==> src/design/swem_pkg.sv <==
// Shared constants and field widths for the sliding-window event meter.
package swem_pkg;

    // Field widths of the item, result and configuration beats.
    localparam int FUNC_W      = 2;
    localparam int TS_W        = 48;
    localparam int AMT_W       = 32;
    localparam int TOT_W       = 64;
    localparam int BKT_REG_W   = 5;
    localparam int CFG_IDX_W   = 1;
    localparam int CFG_DATA_W  = 48;

    // Step counter of the bit-serial divider.
    localparam int DIV_CNT_W   = $clog2(TS_W);

    // Operation codes carried in func.
    localparam logic [FUNC_W-1:0] FUNC_ADD     = 2'd0;
    localparam logic [FUNC_W-1:0] FUNC_ADVANCE = 2'd1;
    localparam logic [FUNC_W-1:0] FUNC_CLEAR   = 2'd2;
    localparam logic [FUNC_W-1:0] FUNC_NONE    = 2'd3;

    // Configuration register indexes.
    localparam logic [CFG_IDX_W-1:0] CFG_WINDOW_LENGTH  = 1'd0;
    localparam logic [CFG_IDX_W-1:0] CFG_BUCKETS_IN_USE = 1'd1;

    // Reset values of the configuration registers.
    localparam logic [TS_W-1:0]      WINDOW_RESET  = 48'd1000;
    localparam logic [BKT_REG_W-1:0] BUCKETS_RESET = 5'd16;

endpackage

==> src/design/swem_item_if.sv <==
// Valid/ready channel that carries one meter item per beat.
interface swem_item_if import swem_pkg::*; ();
    logic              valid;
    logic              ready;
    logic [FUNC_W-1:0] func;
    logic [TS_W-1:0]   timestamp;
    logic [AMT_W-1:0]  amount;

    modport source (output valid, output func, output timestamp, output amount, input ready);
    modport sink   (input valid, input func, input timestamp, input amount, output ready);
endinterface

==> src/design/swem_result_if.sv <==
// Valid/ready channel that carries one window total per beat.
interface swem_result_if import swem_pkg::*; ();
    logic             valid;
    logic             ready;
    logic [TOT_W-1:0] window_total;

    modport source (output valid, output window_total, input ready);
    modport sink   (input valid, input window_total, output ready);
endinterface

==> src/design/sliding_window_event_meter_core.sv <==
// Sliding-window event meter: a ring of buckets that counts events over a time window.
//
// One item is worked on at a time. An add runs one bit-serial divider, one
// quotient bit a cycle, twice (window / buckets, then timestamp / bucket width,
// with the bucket index and epoch start falling out of the same pass), and then
// the bucket memory is walked through its single read port, one bucket a cycle,
// expiring, updating and summing. An advance or a query with an unknown code
// skips the divider and only walks the buckets; a clear goes straight to the
// done step. The next item is taken as soon as the total has been placed in the
// output register. Writing either configuration register empties all buckets
// at once.
module sliding_window_event_meter_core import swem_pkg::*; #(
    parameter int MAX_BUCKETS = 16
) (
    input  logic                  clk,
    input  logic                  rst_n,
    swem_item_if.sink             item,
    swem_result_if.source         result,
    input  logic                  cfg_we,
    input  logic [CFG_IDX_W-1:0]  cfg_index,
    input  logic [CFG_DATA_W-1:0] cfg_data
);

    // Width of a bucket number (0..MAX_BUCKETS) and of a bucket index.
    localparam int NW = $clog2(MAX_BUCKETS + 1);
    localparam int IW = (MAX_BUCKETS > 1) ? $clog2(MAX_BUCKETS) : 1;
    localparam int CW = (NW > BKT_REG_W) ? NW : BKT_REG_W;

    typedef enum logic [4:0] {
        S_IDLE  = 5'b00001,
        S_DIV_W = 5'b00010,
        S_DIV_E = 5'b00100,
        S_WALK  = 5'b01000,
        S_DONE  = 5'b10000
    } state_t;

    state_t                 state_reg, state_next;

    // Configuration registers.
    logic [TS_W-1:0]        window_reg;
    logic [BKT_REG_W-1:0]   buckets_reg;

    // Item held for the whole sequence.
    logic [FUNC_W-1:0]      func_reg;
    logic [TS_W-1:0]        now_reg;
    logic [AMT_W-1:0]       amount_reg;
    logic [TS_W-1:0]        win_reg;
    logic [NW-1:0]          n_reg;

    // Divider state and its results.
    logic [TS_W-1:0]        div_rem_reg, div_rem_next;
    logic [TS_W-1:0]        div_quo_reg, div_quo_next;
    logic [NW-1:0]          div_mod_reg, div_mod_next;
    logic [DIV_CNT_W-1:0]   div_cnt_reg;
    logic [TS_W-1:0]        width_reg;
    logic [TS_W-1:0]        start_q_reg;
    logic [IW-1:0]          hit_idx_reg;

    // Bucket store: memory plus one valid bit per entry.
    logic [TS_W-1:0]        bucket_start_mem [MAX_BUCKETS];
    logic [TOT_W-1:0]       bucket_count_mem [MAX_BUCKETS];
    logic [MAX_BUCKETS-1:0] bucket_vld_reg;

    // Walk pipeline.
    logic [NW-1:0]          rd_ptr_reg;
    logic                   p1_vld_reg;
    logic [IW-1:0]          p1_idx_reg;
    logic [TS_W-1:0]        start_rd_reg;
    logic [TOT_W-1:0]       count_rd_reg;
    logic                   vld_rd_reg;
    logic                   p2_vld_reg;
    logic [TOT_W-1:0]       p2_cnt_reg;
    logic [TOT_W-1:0]       total_reg;

    // Output register.
    logic                   out_vld_reg;
    logic [TOT_W-1:0]       out_total_reg;

    logic                   accept;
    logic                   out_load;
    logic [CW-1:0]          bk_ext;
    logic [CW-1:0]          n_clamp;
    logic [NW-1:0]          n_eff;
    logic [TS_W-1:0]        win_eff;
    logic [TS_W-1:0]        divisor;
    logic [TS_W:0]          shifted;
    logic                   ge;
    logic [NW:0]            mod_shift;
    logic                   div_last;
    logic                   rd_en;
    logic                   walk_done;
    logic                   wr_en;
    logic [TS_W-1:0]        start_v;
    logic [TOT_W-1:0]       count_v;
    logic [TS_W:0]          expire_at;
    logic                   expired;
    logic                   hit;
    logic [TS_W-1:0]        new_start;
    logic [TOT_W-1:0]       new_count;
    logic                   clear_all;

    assign accept      = item.valid && item.ready;
    assign item.ready  = (state_reg == S_IDLE);
    assign result.valid        = out_vld_reg;
    assign result.window_total = out_total_reg;
    assign out_load    = (state_reg == S_DONE) && (!out_vld_reg || result.ready);

    // Effective window and bucket count from the configuration registers.
    always_comb
    begin
        bk_ext  = CW'(buckets_reg);
        n_clamp = bk_ext;
        if (bk_ext == '0)
        begin
            n_clamp = CW'(1);
        end
        else if (bk_ext > CW'(MAX_BUCKETS))
        begin
            n_clamp = CW'(MAX_BUCKETS);
        end
        n_eff   = NW'(n_clamp);
        win_eff = (window_reg == '0) ? TS_W'(1) : window_reg;
    end

    // Shared divider step: one quotient bit, plus the quotient modulo the bucket count.
    always_comb
    begin
        divisor      = (state_reg == S_DIV_W) ? TS_W'(n_reg) : width_reg;
        shifted      = {div_rem_reg, div_quo_reg[TS_W-1]};
        ge           = (shifted >= {1'b0, divisor});
        div_rem_next = ge ? TS_W'(shifted - {1'b0, divisor}) : shifted[TS_W-1:0];
        div_quo_next = {div_quo_reg[TS_W-2:0], ge};
        mod_shift    = {div_mod_reg, ge};
        div_mod_next = (mod_shift >= {1'b0, n_reg}) ? NW'(mod_shift - {1'b0, n_reg})
                                                    : mod_shift[NW-1:0];
        div_last     = (div_cnt_reg == DIV_CNT_W'(TS_W - 1));
    end

    // Bucket update: expire, then restart and add on the hit bucket.
    // Only an add or an advance retires old buckets; a query sums them as they are.
    always_comb
    begin
        start_v   = vld_rd_reg ? start_rd_reg : '0;
        count_v   = vld_rd_reg ? count_rd_reg : '0;
        expire_at = {1'b0, start_v} + {1'b0, win_reg};
        expired   = ((func_reg == FUNC_ADD) || (func_reg == FUNC_ADVANCE)) &&
                    ({1'b0, now_reg} >= expire_at);
        hit       = (func_reg == FUNC_ADD) && (p1_idx_reg == hit_idx_reg);
        if (hit)
        begin
            new_start = start_q_reg;
            new_count = (expired || (start_v != start_q_reg))
                        ? TOT_W'(amount_reg) : count_v + TOT_W'(amount_reg);
        end
        else
        begin
            new_start = expired ? '0 : start_v;
            new_count = expired ? '0 : count_v;
        end
        wr_en = (state_reg == S_WALK) && p1_vld_reg &&
                ((func_reg == FUNC_ADD) || (func_reg == FUNC_ADVANCE));
    end

    assign rd_en     = (state_reg == S_WALK) && (rd_ptr_reg < n_reg);
    assign walk_done = !rd_en && !p1_vld_reg && !p2_vld_reg;
    assign clear_all = cfg_we || (accept && (item.func == FUNC_CLEAR));

    // Sequencer.
    always_comb
    begin
        state_next = state_reg;
        unique case (state_reg)
            S_IDLE:
            begin
                if (accept)
                begin
                    unique case (item.func)
                        FUNC_ADD:   state_next = S_DIV_W;
                        FUNC_CLEAR: state_next = S_DONE;
                        default:    state_next = S_WALK;
                    endcase
                end
            end
            S_DIV_W:
            begin
                if (div_last)
                begin
                    state_next = S_DIV_E;
                end
            end
            S_DIV_E:
            begin
                if (div_last)
                begin
                    state_next = S_WALK;
                end
            end
            S_WALK:
            begin
                if (walk_done)
                begin
                    state_next = S_DONE;
                end
            end
            S_DONE:
            begin
                if (out_load)
                begin
                    state_next = S_IDLE;
                end
            end
            default:
            begin
                state_next = S_IDLE;
            end
        endcase
    end

    // Control registers.
    always_ff @(posedge clk or negedge rst_n)
    begin
        if (!rst_n)
        begin
            state_reg      <= S_IDLE;
            window_reg     <= WINDOW_RESET;
            buckets_reg    <= BUCKETS_RESET;
            bucket_vld_reg <= '0;
            div_cnt_reg    <= '0;
            rd_ptr_reg     <= '0;
            p1_vld_reg     <= 1'b0;
            p2_vld_reg     <= 1'b0;
            out_vld_reg    <= 1'b0;
        end
        else
        begin
            state_reg <= state_next;

            // Configuration writes.
            if (cfg_we)
            begin
                unique case (cfg_index)
                    CFG_WINDOW_LENGTH:  window_reg  <= cfg_data;
                    CFG_BUCKETS_IN_USE: buckets_reg <= cfg_data[BKT_REG_W-1:0];
                    default:            ;
                endcase
            end

            // Valid bits: a clear wins over a write-back.
            if (clear_all)
            begin
                bucket_vld_reg <= '0;
            end
            else if (wr_en)
            begin
                bucket_vld_reg[p1_idx_reg] <= 1'b1;
            end

            // Divider step count.
            if ((state_reg == S_DIV_W) || (state_reg == S_DIV_E))
            begin
                div_cnt_reg <= div_last ? '0 : div_cnt_reg + 1'b1;
            end
            else
            begin
                div_cnt_reg <= '0;
            end

            // Walk pointer and pipeline valids.
            if (state_reg == S_WALK)
            begin
                if (rd_en)
                begin
                    rd_ptr_reg <= rd_ptr_reg + 1'b1;
                end
            end
            else
            begin
                rd_ptr_reg <= '0;
            end
            p1_vld_reg <= rd_en;
            p2_vld_reg <= p1_vld_reg && (state_reg == S_WALK);

            // Output register.
            if (out_load)
            begin
                out_vld_reg <= 1'b1;
            end
            else if (result.ready)
            begin
                out_vld_reg <= 1'b0;
            end
        end
    end

    // Datapath registers.
    always_ff @(posedge clk)
    begin
        if (accept)
        begin
            func_reg   <= item.func;
            now_reg    <= item.timestamp;
            amount_reg <= item.amount;
            win_reg    <= win_eff;
            n_reg      <= n_eff;
            total_reg  <= '0;
            div_quo_reg <= win_eff;
            div_rem_reg <= '0;
            div_mod_reg <= '0;
        end
        else if (state_reg == S_DIV_W)
        begin
            if (div_last)
            begin
                width_reg   <= (div_quo_next == '0) ? TS_W'(1) : div_quo_next;
                div_quo_reg <= now_reg;
                div_rem_reg <= '0;
                div_mod_reg <= '0;
            end
            else
            begin
                div_quo_reg <= div_quo_next;
                div_rem_reg <= div_rem_next;
                div_mod_reg <= div_mod_next;
            end
        end
        else if (state_reg == S_DIV_E)
        begin
            div_quo_reg <= div_quo_next;
            div_rem_reg <= div_rem_next;
            div_mod_reg <= div_mod_next;
            if (div_last)
            begin
                // Epoch start is the timestamp less its remainder by the width.
                start_q_reg <= now_reg - div_rem_next;
                hit_idx_reg <= div_mod_next[IW-1:0];
            end
        end

        // Walk: index of the bucket in flight and the running sum.
        p1_idx_reg <= rd_ptr_reg[IW-1:0];
        vld_rd_reg <= bucket_vld_reg[rd_ptr_reg[IW-1:0]];
        p2_cnt_reg <= new_count;
        if (p2_vld_reg)
        begin
            total_reg <= total_reg + p2_cnt_reg;
        end
        if (out_load)
        begin
            out_total_reg <= total_reg;
        end
    end

    // Bucket memory: one registered read port, one write port.
    always_ff @(posedge clk)
    begin
        if (rd_en)
        begin
            start_rd_reg <= bucket_start_mem[rd_ptr_reg[IW-1:0]];
            count_rd_reg <= bucket_count_mem[rd_ptr_reg[IW-1:0]];
        end
        if (wr_en)
        begin
            bucket_start_mem[p1_idx_reg] <= new_start;
            bucket_count_mem[p1_idx_reg] <= new_count;
        end
    end

`ifndef NO_ASSERTIONS
    // A result beat only appears after the sequencer finished an item.
    assert property (@(posedge clk) disable iff (!rst_n)
        $rose(out_vld_reg) |-> $past(state_reg == S_DONE))
        else $error("result raised outside the done step");

    // A configuration write empties every bucket.
    assert property (@(posedge clk) disable iff (!rst_n)
        cfg_we |=> (bucket_vld_reg == '0))
        else $error("buckets still valid after a configuration write");

    // The walk never runs past the latched bucket count.
    assert property (@(posedge clk) disable iff (!rst_n)
        (state_reg == S_WALK) |-> (rd_ptr_reg <= n_reg))
        else $error("walk pointer beyond bucket count");

    // Only one item is in flight: no item is taken right after another.
    assert property (@(posedge clk) disable iff (!rst_n)
        (item.valid && item.ready) |=> !item.ready)
        else $error("item taken while another is in flight");
`endif

endmodule
==> src/flat_wrapper.sv <==
// flat-port wrapper written by rule: the top's interface ports become plain ports
module sliding_window_event_meter_core_flat import swem_pkg::*;
#(
    parameter int MAX_BUCKETS = 16
)
  (clk, rst_n, cfg_we, cfg_index, cfg_data, item_valid, item_func, item_timestamp, item_amount, item_ready, result_valid, result_window_total, result_ready);
  swem_item_if item_i ();
  swem_result_if result_i ();
  input  logic clk;
  input  logic rst_n;
  input  logic cfg_we;
  input  logic [CFG_IDX_W-1:0] cfg_index;
  input  logic [CFG_DATA_W-1:0] cfg_data;
  input wire logic [$bits(item_i.valid)-1:0] item_valid;
  input wire logic [$bits(item_i.func)-1:0] item_func;
  input wire logic [$bits(item_i.timestamp)-1:0] item_timestamp;
  input wire logic [$bits(item_i.amount)-1:0] item_amount;
  output wire logic [$bits(item_i.ready)-1:0] item_ready;
  output wire logic [$bits(result_i.valid)-1:0] result_valid;
  output wire logic [$bits(result_i.window_total)-1:0] result_window_total;
  input wire logic [$bits(result_i.ready)-1:0] result_ready;
  assign item_i.valid = item_valid;
  assign item_i.func = item_func;
  assign item_i.timestamp = item_timestamp;
  assign item_i.amount = item_amount;
  assign item_ready = item_i.ready;
  assign result_valid = result_i.valid;
  assign result_window_total = result_i.window_total;
  assign result_i.ready = result_ready;
  sliding_window_event_meter_core #(.MAX_BUCKETS(MAX_BUCKETS)) u_core (.clk(clk), .rst_n(rst_n), .item(item_i), .result(result_i), .cfg_we(cfg_we), .cfg_index(cfg_index), .cfg_data(cfg_data));
endmodule
==> config.mk <==
export PLATFORM = sky130hd
export DESIGN_NAME = sliding_window_event_meter_core_flat
export DESIGN_NICKNAME = d
export VERILOG_FILES = /design/src/design/swem_pkg.sv /design/src/design/swem_item_if.sv /design/src/design/swem_result_if.sv /design/src/design/sliding_window_event_meter_core.sv /design/src/flat_wrapper.sv
export SDC_FILE = /design/constraint.sdc
export NUM_CORES = 2
export LEC_CHECK = 0
export BUFFER_PORTS_ARGS = -buffer_cell sky130_fd_sc_hd__buf_2
export CELL_PAD_IN_SITES_DETAIL_PLACEMENT = 0
export CELL_PAD_IN_SITES_GLOBAL_PLACEMENT = 1
export CORE_MARGIN = 2
export CORE_UTILIZATION = 54
export CTS_CLUSTER_DIAMETER = 200
export DETAILED_ROUTE_END_ITERATION = 8
export GPL_TIMING_DRIVEN = 0
export HOLD_SLACK_MARGIN = 0.08
export PLACE_DENSITY_LB_ADDON = 0.1
export SLEW_MARGIN = 10
export SYNTH_ARGS = -nofsm -noshare
export SYNTH_HDL_FRONTEND = slang
export SYNTH_SLANG_ARGS = --single-unit
export TNS_END_PERCENT = 10
==> constraint.sdc <==
create_clock -name clk -period 10.7 [get_ports clk]
set_clock_uncertainty 0.1 [all_clocks]
set_input_delay 2.14 -clock clk [delete_from_list [all_inputs] [get_ports clk]]
set_output_delay 2.14 -clock clk [all_outputs]
set_load 0.01 [all_outputs]
==> impl_metrics.json <==
{
  "synth_cell_types": 104,
  "p_comb_share_pct": 18.4,
  "rows": 165,
  "power.density_nw_per_um2": 208.2,
  "max_slew_margin_pct": 11.51,
  "cts_made_buffers": 284,
  "yosysWarningCount": 0,
  "placed_cell_area_um2": 117800,
  "instances_no_fill": 10335,
  "required_ns": 11.12,
  "clock_latency_ns": 0.92,
  "place_congestion": 0.8988,
  "synth_edf_count": 2315,
  "swShare_pct": 27.65,
  "wire_per_inst_um": 30.44,
  "vias": 64753,
  "clock-sinks": 2525,
  "start_util_pct": 54.35,
  "synthesis.area_um2": 109900,
  "ff_latch_area_um2": 74170,
  "rsz0062_at_grt": "yes",
  "top_regs": "u_core.bucket_count_mem x1024, u_core.bucket_start_mem x768",
  "synth-main-ff-cell": "edfxtp_1",
  "min_period_ns": 10.51,
  "die_h_um": 455.0,
  "grt_pass1_wl_mm": 449.4,
  "intPower_mw": 19.12,
  "crit_type": "reg2reg",
  "h-tree-depth": 5,
  "first_pass_iters": 8,
  "drive_gt1_share_pct": 21.61,
  "die_area_um2": 207100,
  "async_reset_ff_share_pct": 3.485,
  "ys_ff_latch": 2525,
  "ios": 202,
  "setup_viol": 0,
  "totalWireLength_mm": 314.6,
  "hpwl_mm": 221.3,
  "nNetsFinal": 7871,
  "portBuffers": 201,
  "post_cts.repair.setup_buffers": 0,
  "cp-start-kind": "flop",
  "vias_per_cell": 6.265,
  "netlist_instances": 6754,
  "fin_crit_sh_pct": 98.23,
  "status": "finished, final reports clean",
  "hold_ws_ns": 0.3081,
  "ir_drop_mv": 0.1926,
  "critPathMaxStageDelay_ns": 0.69,
  "clkPwrFrac_pct": 36.4,
  "clk_path_buf_depth": 4,
  "arrival_ns": 10.93,
  "synth_fp_nets": 7168,
  "drv_cap": 0,
  "first_iter_violations": 6892,
  "power.switching_mw": 7.308,
  "fill_cells": 14521,
  "multi_input_area_um2": 34100,
  "track_usage_pct": 30.49,
  "largest_reg_flops": 1024,
  "crit_fanout": 17,
  "root_buffer": "clkbuf_16",
  "tightest_slew_ns": 1.322,
  "crit_slowest_cell": "buf_2",
  "grt_pass1_vias": 64603,
  "antenna_found_initial": 7,
  "drc": 0,
  "pwr-share-seq_pct": 45.2,
  "clk_pin_slew_ns": 0.06,
  "largest_register": "u_core.bucket_count_mem",
  "areaGrowthSynthToFinish_pct": 15.58,
  "chipWidth_um": 455.0,
  "max_freq_ghz": 0.09515,
  "synth_seq_area_share_pct": 67.52,
  "min_path_type": "reg2reg",
  "placedCellCount": 9844,
  "postSynthAreaPerCell_um2": 16.27,
  "finalInstanceArea_um2": 127000,
  "p_leak_nw": 43.91,
  "slew_viol_final": 0,
  "final_antenna_net_count": 0,
  "crit_path_end_kind": "flop",
  "core_area_um2": 202100,
  "grt_max_degree": 67,
  "hold_viol": 0,
  "gr-total-overflow": 0,
  "cts_tree": "built"
}
power by group through the flow:
stage | Sequential, mW | Combinational, mW | Clock (mW)
finish | 11.9 | 4.88 | 9.61
global route | 12.0 | 5.28 | 10.1
CTS | 11.9 | 4.88 | 9.73
detailed placement | 12.1 | 4.83 | 0
global placement | 12.2 | 4.69 | 0
floorplan | 11.9 | 3.26 | 0
logic make-up (layout without fill, tap and decap cells):
| kind of cell | after synthesis | in the layout | synth area share [%] |
|---|---|---|---|
| adders and majority gates | 300 | 300 | 3.410 |
| AOI/OAI and AO/OA | 1126 | 1126 | 6.655 |
| and+or+nand+nor | 1312 | 1312 | 5.785 |
| DFF | 2525 | 2525 | 67.52 |
| other | 0 | 3 | 0 |
| xor gates and xnor gates | 264 | 264 | 2.105 |
| buffers and inverters | 558 | 1464 | 1.935 |
| muxes | 669 | 669 | 12.59 |
path summary, 6_finish.rpt:
path                                                  startpoint                                        end  slack (ns)  cells after the start
min in group asynchronous                                  rst_n      u_core.bucket_vld_reg[15]$_DFFE_PN0P_        1.13                      1
max in group asynchronous                                  rst_n           u_core.window_reg[9]$_DFFE_PN1P_        8.59                      2
worst max register to register         u_core.vld_rd_reg$_DFF_P_  u_core.bucket_count_mem[11][34]$_DFFE_PP_        0.19                     33
worst min register to register  u_core.rd_ptr_reg[0]$_DFFE_PN0P_               u_core.p1_idx_reg[0]$_DFF_P_        0.31                      0
worst max-delay path                   u_core.vld_rd_reg$_DFF_P_  u_core.bucket_count_mem[11][34]$_DFFE_PP_        0.19                     33
worst min-delay path            u_core.rd_ptr_reg[0]$_DFFE_PN0P_               u_core.p1_idx_reg[0]$_DFF_P_        0.31                      0
synth_stat cells, types with 52 or more instances:
cell         n  area [um^2]
edfxtp_1  2315        69520
mux4_2     565        12720
nand2_1    434         1629
clkbuf_1   321         1205
a21oi_1    293         1466
nor2_1     274         1028
ha_1       272         3403
o21ai_0    254         1271
inv_1      181        679.4
xor2_1     141         1235
a21o_1     133        998.5
xnor2_1    123         1077
dfxtp_1    122         2442
nand3_1    100        500.5
dfrtp_1     80         2002
nor3_1      77        385.4
nand4_1     72        450.4
o31ai_1     66        495.5
and2_1      60        375.4
nor2b_1     57        356.6
mux2_2      55        619.3
nand2b_1    52        325.3
what timing repair did:
item	in CTS	in global routing
hold buffers	0	0
pin swaps	0	0
setup endpoints to repair	1263	544
resized for setup	21	17
hold endpoints to repair	0	0
per-layer routing:
layer  share of wire (%)  GRT usage [%]  vias to the layer above  wire length [um]
met3                 7.2          4.591                      628             22690
li1                    -              -                    28111                 -
met1                  38          39.42                    33184            119700
met4                 5.4          14.70                        2             16970
met5              0.0038              0                        -                12
met2                  49          50.91                     2828            155200
cell usage in the layout, fill, tap and decap left out, types with 80 or more instances in the layout:
master     count
xnor2_1      123
dfxtp_1      122
nand2_1      434
edfxtp_1    2315
nand3_1      100
ha_1         272
a21o_1       133
dfrtp_1       80
xor2_1       141
o21ai_0      246
nor2_1       260
buf_2        214
clkbuf_1     351
a21oi_1      279
buf_4        101
mux4_2       565
clkbuf_16    291
inv_1        180
worst max-delay path: cells and delay by family, from the launching register on:
kind	cells	cell delay, ns
buffers and inverters	7	2.93
AND/OR/NAND/NOR	11	2.35
flip-flops	1	0.44
AO/OA/AOI/OAI	13	3.80
adder cells (fa/ha/maj)	2	0.42
final cells by class:
class | count | share of cell area (%)
inverters | 182 | 0.5440
plain buffers | 375 | 1.193
well taps | 2672 | 2.633
clock buffers | 367 | 6.086
multi-input cells | 3671 | 26.86
clock inverters | 122 | 1.052
flip-flops and latches | 2525 | 58.42
repair buffers | 418 | 3.211
diodes | 3 | 0.005913
metrics by stage:
| step | TNS, ns | setup WS, ns | util [%] | total power [mW] |
|---|---|---|---|---|
| after global routing | -2.813 | -0.04555 | 62.82 | 27.33 |
| final | 0 | 0.1898 | 62.82 | 26.43 |
| after detailed placement | -602.86 | -1.769 | 58.26 | 16.96 |
| after floorplan | 0 | 0.8225 | - | 15.20 |
| after global placement | -9651.07 | -10.79 | 56.51 | 16.93 |
| after CTS | 0 | 0.06367 | 62.78 | 26.55 |
(Power assumes the default switching activity.)
